**src/rtl/core/gpf_pkg.sv**
```systemverilog
`default_nettype none
// -----------------------------------------------------------------------------
// gpf_pkg
// Shared types and constants for the partition finder: sequencer states,
// divider job kinds, search phases and result status codes.
// -----------------------------------------------------------------------------
package gpf_pkg;

    localparam int VALUE_WIDTH_DEFAULT = 31;
    localparam int STATUS_WIDTH        = 2;

    typedef enum logic [3:0] {
        S_IDLE,
        S_PT_BEGIN,
        S_DIV,
        S_DIV_EVAL,
        S_PASS,
        S_FAIL,
        S_DONE
    } state_t;

    // What the divider is currently working on.
    typedef enum logic [1:0] {
        K_BY3,
        K_BY_D,
        K_BY_D2
    } div_kind_t;

    typedef enum logic [2:0] {
        PHASE_IDLE       = 3'd0,
        PHASE_CANDIDATE  = 3'd1,
        PHASE_COMPLEMENT = 3'd2
    } phase_t;

    typedef enum logic [STATUS_WIDTH-1:0] {
        ST_FOUND   = 2'd0,
        ST_INVALID = 2'd1,
        ST_NONE    = 2'd2
    } status_t;

endpackage
`default_nettype wire

```
**src/rtl/core/goldbach_partition_finder.sv**
```systemverilog
`default_nettype none
// -----------------------------------------------------------------------------
// goldbach_partition_finder
// Finds the smallest prime p with target - p also prime, by trial division
// through a single shared bit-serial divider.
// -----------------------------------------------------------------------------
// One word in gives one word out. Every primality test runs through one
// restoring divider that produces one quotient bit per clock, and each trial
// division is followed by an evaluation step in S_DIV_EVAL. A test of a
// prime v runs the division by three, two divisions for each 6k-1, 6k+1 pair
// up to sqrt(v) and one last division that ends the loop, plus a setup state
// (S_PT_BEGIN) and a verdict state (S_PASS or S_FAIL). A composite stops at
// its first divisor. The search repeats the test for each candidate p up to
// the first pair found. The input is ready only while the sequencer is idle;
// a finished result waits in the output register and the next word may be
// taken meanwhile. Invalid targets (odd or below four) go from idle straight
// to S_DONE, which loads the result word into the output register once that
// register is free.
// -----------------------------------------------------------------------------
module goldbach_partition_finder
    import gpf_pkg::*;
#(
    parameter int VALUE_WIDTH = VALUE_WIDTH_DEFAULT
)
(
    input  wire logic                    clk,
    input  wire logic                    rst_n,
    input  wire logic                    s_axis_tvalid,
    output logic                         s_axis_tready,
    // tdata: target_value, zero padding
    input  wire logic [(VALUE_WIDTH + 7) / 8 * 8 - 1:0] s_axis_tdata,
    output logic                         m_axis_tvalid,
    input  wire logic                    m_axis_tready,
    // tdata: first_prime, second_prime, zero padding
    output logic [(2 * VALUE_WIDTH + 7) / 8 * 8 - 1:0]  m_axis_tdata,
    // tuser: status
    output logic [STATUS_WIDTH-1:0]      m_axis_tuser
);

    localparam int OUT_BYTES = (2 * VALUE_WIDTH + 7) / 8;
    localparam int OUT_PAD   = OUT_BYTES * 8 - 2 * VALUE_WIDTH;
    localparam int CNT_W     = $clog2(VALUE_WIDTH);
    localparam int W         = VALUE_WIDTH;

    localparam logic [W-1:0] ONE   = W'(1);
    localparam logic [W-1:0] TWO   = W'(2);
    localparam logic [W-1:0] THREE = W'(3);
    localparam logic [W-1:0] FOUR  = W'(4);
    localparam logic [W-1:0] FIVE  = W'(5);

    state_t                  state_reg, state_next;
    div_kind_t               kind_reg, kind_next;
    phase_t                  phase_reg, phase_next;
    logic [W-1:0]            target_reg, target_next;
    logic [W-1:0]            cand_reg, cand_next;
    logic [W-1:0]            trial_reg, trial_next;
    logic [W-1:0]            test_reg, test_next;
    logic [W-1:0]            rem_reg, rem_next;
    logic [W-1:0]            quo_reg, quo_next;
    logic [W-1:0]            den_reg, den_next;
    logic [CNT_W-1:0]        cnt_reg, cnt_next;
    logic [W-1:0]            res_first_reg, res_first_next;
    logic [W-1:0]            res_second_reg, res_second_next;
    status_t                 res_status_reg, res_status_next;
    logic [W-1:0]            out_first_reg, out_first_next;
    logic [W-1:0]            out_second_reg, out_second_next;
    status_t                 out_status_reg, out_status_next;
    logic                    out_valid_reg, out_valid_next;

    logic [W-1:0]            in_value;
    logic                    in_accept;
    logic                    in_invalid;
    logic [W:0]              div_trial;
    logic                    div_fits;
    logic                    rem_zero;
    logic                    pt_pass_early;
    logic                    pt_fail_early;
    logic                    eval_pass;
    logic                    eval_fail;
    logic [W-1:0]            cand_inc;
    logic                    cand_exhausted;
    logic                    out_load;

    assign in_value   = s_axis_tdata[W-1:0];
    assign in_accept  = s_axis_tvalid && s_axis_tready;
    assign in_invalid = (in_value < FOUR) || in_value[0];

    // Restoring division step: bring the next dividend bit into the remainder.
    assign div_trial = {rem_reg, quo_reg[W-1]};
    assign div_fits  = (div_trial >= {1'b0, den_reg});
    assign rem_zero  = (rem_reg == '0);

    assign pt_pass_early = (test_reg >= TWO) && (test_reg < FOUR);
    assign pt_fail_early = (test_reg < TWO) || !test_reg[0];

    // The trial loop ends once the divisor exceeds the quotient value / divisor.
    always_comb
    begin
        eval_pass = 1'b0;
        eval_fail = 1'b0;
        case (kind_reg)
            K_BY3:
            begin
                eval_fail = rem_zero;
            end
            K_BY_D:
            begin
                eval_pass = (den_reg > quo_reg);
                eval_fail = !eval_pass && rem_zero;
            end
            K_BY_D2:
            begin
                eval_fail = rem_zero;
            end
            default:
            begin
                eval_fail = 1'b0;
            end
        endcase
    end

    assign cand_inc       = cand_reg + ONE;
    assign cand_exhausted = (cand_inc > (target_reg >> 1));
    assign out_load       = (state_reg == S_DONE) && (!out_valid_reg || m_axis_tready);

    // Next state.
    always_comb
    begin
        state_next = state_reg;
        case (state_reg)
            S_IDLE:
            begin
                if (in_accept)
                begin
                    state_next = in_invalid ? S_DONE : S_PT_BEGIN;
                end
            end
            S_PT_BEGIN:
            begin
                if (pt_pass_early)
                begin
                    state_next = S_PASS;
                end
                else if (pt_fail_early)
                begin
                    state_next = S_FAIL;
                end
                else
                begin
                    state_next = S_DIV;
                end
            end
            S_DIV:
            begin
                if (cnt_reg == '0)
                begin
                    state_next = S_DIV_EVAL;
                end
            end
            S_DIV_EVAL:
            begin
                if (eval_pass)
                begin
                    state_next = S_PASS;
                end
                else if (eval_fail)
                begin
                    state_next = S_FAIL;
                end
                else
                begin
                    state_next = S_DIV;
                end
            end
            S_PASS:
            begin
                state_next = (phase_reg == PHASE_COMPLEMENT) ? S_DONE : S_PT_BEGIN;
            end
            S_FAIL:
            begin
                state_next = cand_exhausted ? S_DONE : S_PT_BEGIN;
            end
            S_DONE:
            begin
                if (out_load)
                begin
                    state_next = S_IDLE;
                end
            end
            default:
            begin
                state_next = S_IDLE;
            end
        endcase
    end

    // Datapath and outputs.
    always_comb
    begin
        kind_next       = kind_reg;
        phase_next      = phase_reg;
        target_next     = target_reg;
        cand_next       = cand_reg;
        trial_next      = trial_reg;
        test_next       = test_reg;
        rem_next        = rem_reg;
        quo_next        = quo_reg;
        den_next        = den_reg;
        cnt_next        = cnt_reg;
        res_first_next  = res_first_reg;
        res_second_next = res_second_reg;
        res_status_next = res_status_reg;
        out_first_next  = out_first_reg;
        out_second_next = out_second_reg;
        out_status_next = out_status_reg;
        out_valid_next  = out_valid_reg && !m_axis_tready;

        case (state_reg)
            S_IDLE:
            begin
                if (in_accept)
                begin
                    target_next     = in_value;
                    res_first_next  = '0;
                    res_second_next = '0;
                    if (in_invalid)
                    begin
                        res_status_next = ST_INVALID;
                    end
                    else
                    begin
                        res_status_next = ST_NONE;
                        cand_next       = TWO;
                        test_next       = TWO;
                        phase_next      = PHASE_CANDIDATE;
                    end
                end
            end
            S_PT_BEGIN:
            begin
                // Start the division by three.
                kind_next = K_BY3;
                rem_next  = '0;
                quo_next  = test_reg;
                den_next  = THREE;
                cnt_next  = CNT_W'(W - 1);
            end
            S_DIV:
            begin
                if (div_fits)
                begin
                    rem_next = W'(div_trial - {1'b0, den_reg});
                end
                else
                begin
                    rem_next = div_trial[W-1:0];
                end
                quo_next = {quo_reg[W-2:0], div_fits};
                cnt_next = cnt_reg - CNT_W'(1);
            end
            S_DIV_EVAL:
            begin
                rem_next = '0;
                quo_next = test_reg;
                cnt_next = CNT_W'(W - 1);
                case (kind_reg)
                    K_BY3:
                    begin
                        kind_next  = K_BY_D;
                        den_next   = FIVE;
                        trial_next = FIVE;
                    end
                    K_BY_D:
                    begin
                        kind_next = K_BY_D2;
                        den_next  = den_reg + TWO;
                    end
                    K_BY_D2:
                    begin
                        kind_next  = K_BY_D;
                        den_next   = den_reg + FOUR;
                        trial_next = den_reg + FOUR;
                    end
                    default:
                    begin
                        kind_next = K_BY3;
                    end
                endcase
            end
            S_PASS:
            begin
                if (phase_reg == PHASE_COMPLEMENT)
                begin
                    res_first_next  = cand_reg;
                    res_second_next = test_reg;
                    res_status_next = ST_FOUND;
                    phase_next      = PHASE_IDLE;
                end
                else
                begin
                    test_next  = target_reg - cand_reg;
                    phase_next = PHASE_COMPLEMENT;
                end
            end
            S_FAIL:
            begin
                if (cand_exhausted)
                begin
                    phase_next = PHASE_IDLE;
                end
                else
                begin
                    cand_next  = cand_inc;
                    test_next  = cand_inc;
                    phase_next = PHASE_CANDIDATE;
                end
            end
            S_DONE:
            begin
                phase_next = PHASE_IDLE;
                if (out_load)
                begin
                    out_first_next  = res_first_reg;
                    out_second_next = res_second_reg;
                    out_status_next = res_status_reg;
                    out_valid_next  = 1'b1;
                end
            end
            default:
            begin
                phase_next = PHASE_IDLE;
            end
        endcase
    end

    assign s_axis_tready = (state_reg == S_IDLE);
    assign m_axis_tvalid = out_valid_reg;
    assign m_axis_tdata  = {{OUT_PAD{1'b0}}, out_second_reg, out_first_reg};
    assign m_axis_tuser  = out_status_reg;

    always_ff @(posedge clk or negedge rst_n)
    begin
        if (!rst_n)
        begin
            state_reg     <= S_IDLE;
            phase_reg     <= PHASE_IDLE;
            out_valid_reg <= 1'b0;
            target_reg    <= '0;
            cand_reg      <= '0;
            trial_reg     <= '0;
        end
        else
        begin
            state_reg     <= state_next;
            phase_reg     <= phase_next;
            out_valid_reg <= out_valid_next;
            target_reg    <= target_next;
            cand_reg      <= cand_next;
            trial_reg     <= trial_next;
        end
    end

    always_ff @(posedge clk)
    begin
        kind_reg       <= kind_next;
        test_reg       <= test_next;
        rem_reg        <= rem_next;
        quo_reg        <= quo_next;
        den_reg        <= den_next;
        cnt_reg        <= cnt_next;
        res_first_reg  <= res_first_next;
        res_second_reg <= res_second_next;
        res_status_reg <= res_status_next;
        out_first_reg  <= out_first_next;
        out_second_reg <= out_second_next;
        out_status_reg <= out_status_next;
    end

endmodule
`default_nettype wire
```
**config.mk**
```make
export PLATFORM = sky130hd
export DESIGN_NAME = goldbach_partition_finder
export DESIGN_NICKNAME = d
export VERILOG_FILES = /design/src/rtl/core/gpf_pkg.sv /design/src/rtl/core/goldbach_partition_finder.sv
export SDC_FILE = /design/constraint.sdc
export NUM_CORES = 1
export LEC_CHECK = 0
export ABC_AREA = 1
export BUFFER_PORTS_ARGS = -buffer_cell sky130_fd_sc_hd__buf_2
export CAP_MARGIN = 20
export CORE_UTILIZATION = 35
export DETAILED_ROUTE_END_ITERATION = 10
export PLACE_DENSITY = 0.62
export SLEW_MARGIN = 10
export SYNTH_ARGS = -nofsm -noshare
export SYNTH_HDL_FRONTEND = slang
export SYNTH_SLANG_ARGS = --single-unit
```
**constraint.sdc**
```tcl
create_clock -name clk -period 13.6 [get_ports clk]
set_input_delay 0.68 -clock clk [delete_from_list [all_inputs] [get_ports clk]]
set_output_delay 0.68 -clock clk [all_outputs]
set_load 0.05 [all_outputs]
```
==> results_dict.tcl <==
set metrics [dict create \
    avgSynthCellArea_sq_um 8.51 \
    whs_ns 0.259 \
    finalCritPeriodShare_pct 31.9 \
    antenna_found_initial 0 \
    r2r_start "cand_reg[0]$_DFFE_PN0P_" \
    initial_utilization_pct 35.7 \
    fin_ws_ns 9.26 \
    async_flop_share_pct 20.8 \
    synth_area_sq_mm 0.0199 \
    cp-end-kind "flip-flop" \
    area_delta_synth_final_pct 12.8 \
    postCtsResizedCells 0 \
    drive_above_1_share_pct 9.55 \
    clkSinkCount 327 \
    cp.required_ns 14.02 \
    clockBufferDepth 3 \
    port_buffers 100 \
    routed_via_density 5.10 \
    row_count 86 \
    fillers 5598 \
    avgRoutedWirePerCell_microns 17.0 \
    drt-total-wl_microns 54500 \
    rsz0062_at_grt "false" \
    drt_pass1_iterations 6 \
    synthTopCellsByCount "nand2_1 (447), inv_1 (353), nor2_1 (268)" \
    gr-total-overflow 0 \
    path_max_fanout 60 \
    cts_root_buf "clkbuf_16" \
    path_delay_family "simple AND/OR/NAND/NOR gates" \
    grt_pass1_wl_microns 85300 \
    pre_cts_ws_ns 9.28 \
    fin_util_pct 40.3 \
    synth_top_area_cell "edfxtp_1" \
    ant_nets 0 \
    crit_chain "ha_1, nand2_2, nor2_4, nand2_2, nor2_2, nand2_2, nor3_2, nand3_1, nor2_1, xor2_1, ha_1, nand2_1, inv_1, nand3_1, nor4_1, nand4_1, nand2_1, nand2_2, nand2_4, nand2_4, nand2_1, o21ai_2" \
    synth_flop_cell "edfxtp_1" \
    vdd_drop_max_mv 0.156 \
    pin_count 104 \
    hold_violations 0 \
    startpoint_type "flip-flop" \
    diodes 0 \
    finalSetupViolations 0 \
    dieArea_sq_mm 0.0577 \
    reg2reg_depth 22 \
    worst_pin_slew_ns 1.10 \
    fin_skew_ns 0.0284 \
    die_h_microns 240 \
    crit_arrival_ns 4.76 \
    clk_latency_ns 0.57 \
    timing.setup.tns_ns 0 \
    critPathMaxStageDelay_ns 0.45 \
    cts.reportedPaths.clkPinSlew_ns 0.06 \
    route.detailed.drc 0 \
    yosysTopAreaCellShare_pct 39.2 \
    core_sq_mm 0.0556 \
    drt_iter0_drc 1265 \
    cts_setup_buffers 0 \
    syn_inst 2334 \
    hpwl_microns 41300 \
    period_minus_slack_ns 4.34 \
    die_x_microns 240 \
    cp.buffers_inverters 1 \
    fmax_ghz 0.231 \
    synth_edf_count 259 \
    reg2reg_slack_ns 9.26 \
    vias 16385 \
    ys_types 53 \
    synth-seq-area-share_pct 47.7 \
    holdBufCountCts 0 \
    slowest_stage "dfrtp_1" \
    holdCritPathClass "in -> async" \
    grt_max_degree 84 \
    final_net_count 2602 \
    cp_num_cells 22 \
    yosys_warnings 0 \
    grt.total_usage_pct 19.0 \
    final_cell_area_sq_mm 0.0224 \
    power_density_mw_per_mm2 230 \
    yosysMostFrequentCell "nand2_1" \
    gp_congestion 0.942 \
    drv_slew 0 \
    maxCapViolCount 0 \
    ys_top_cells_by_area "edfxtp_1 (39%), dfrtp_1 (8.6%), nand2_1 (8.4%)" \
    leakagePower_uw 0.00950 \
    dpl_cell_area_sq_mm 0.0212 \
    cts.htree.levels 2 \
    grt_pass1_vias 15895 \
    timing.rr.end "cand_reg[23]$_DFFE_PN0P_" \
    maxSlewHeadroom_pct 26.5 \
    cts_tree "built" \
    status "finished, final reports clean" \
    synth-seq-cells 327 \
    crit_top_cell "nand2_2" \
    critPathKind "reg -> reg" \
    cts_buffers 38 \
]
[cells by family (layout without fill, tap and decap cells)]
| family | Yosys count | count (layout) | synth area share [%] |
|---|---|---|---|
| AOI/OAI and AO/OA | 464 | 464 | 13.1 |
| adders and majority gates | 132 | 132 | 8.39 |
| other | 1 | 2 | 0.0189 |
| xor gates and xnor gates | 64 | 64 | 2.82 |
| buffers and inverters | 409 | 536 | 8.04 |
| DFF | 327 | 327 | 47.7 |
| muxes | 1 | 1 | 0.0567 |
| and+or+nand+nor | 936 | 936 | 19.9 |
[per-stage QoR]
| step | total power, uW | std cells |
|---|---|---|
| floorplan | 3470 | 2335 |
| global placement | 4070 | 3142 |
| detailed placement | 4120 | 3142 |
| CTS | 5180 | 3210 |
| global route | 5560 | 3210 |
| finish | 5160 | 3210 |
[worst register-to-register path: stages, from the launching register on]
cell and delay [ns]:
dfrtp_1 0.45, ha_1 0.23, nand2_2 0.08, nor2_4 0.13, nand2_2 0.11, nor2_2 0.17
nand2_2 0.14, nor3_2 0.22, nand3_1 0.17, nor2_1 0.16, xor2_1 0.10, ha_1 0.30
nand2_1 0.06, inv_1 0.09, nand3_1 0.14, nor4_1 0.26, nand4_1 0.25, nand2_1 0.16
nand2_2 0.08, nand2_4 0.12, nand2_4 0.43, nand2_1 0.28, o21ai_2 0.07
[report_power, final]
part / total (uW) / internal (uW) / leakage, uW / switching, uW
Combinational: 2340 / 738 / 0.00557 / 1600
Sequential: 1780 / 1560 / 0.00333 / 219
Clock: 1040 / 611 / 0.000600 / 428
[area by class of cell]
| cell class | count | area [sq um] | share of cell area, % |
|---|---|---|---|
| multi-input combinational | 1599 | 8830 | 39.4 |
| timing repair buffer | 111 | 586 | 2.61 |
| clock inverter | 18 | 219 | 0.977 |
| sequential | 327 | 9480 | 42.3 |
| tap | 748 | 936 | 4.17 |
| inverter | 357 | 1340 | 5.98 |
| clock buffer | 50 | 1030 | 4.58 |
[worst max path at each step]
stage	start	to
after floorplan	cand_reg[0]$_DFFE_PN0P_	test_reg[0]$_DFFE_PP_
after global placement	cand_reg[0]$_DFFE_PN0P_	cand_reg[23]$_DFFE_PN0P_
after detailed placement	cand_reg[0]$_DFFE_PN0P_	cand_reg[23]$_DFFE_PN0P_
after CTS	cand_reg[0]$_DFFE_PN0P_	phase_reg[0]$_DFFE_PN0P_
after global routing	cand_reg[0]$_DFFE_PN0P_	phase_reg[0]$_DFFE_PN0P_
final	cand_reg[0]$_DFFE_PN0P_	cand_reg[23]$_DFFE_PN0P_
[placed cells by master, fill, tap and decap left out, drive strengths merged, types with 9 or more instances in the layout]
cell and count:
nand3b 9, nand4 27, xnor2 21, clkbuf 50, inv 357, buf 111, a31oi 10, edfxtp 259
xor2 43, nor4 20, nand2 454, a21oi 183, dfrtp 68, ha 130, nor2 275, nor3 45
a21o 13, nand3 94, o21ai 214, clkinv 11
[metal layers]
layer | vias to the layer above | wire length, microns | GRT usage (%)
met3 | 112 | 2700 | 2.53
met4 | 0 | 2050 | 7.32
met5 | - | 0 | 0
met1 | 7739 | 23800 | 24.5
met2 | 497 | 26000 | 32.2
li1 | 8037 | - | -
No activity file was read; power rests on OpenSTA's default activity.
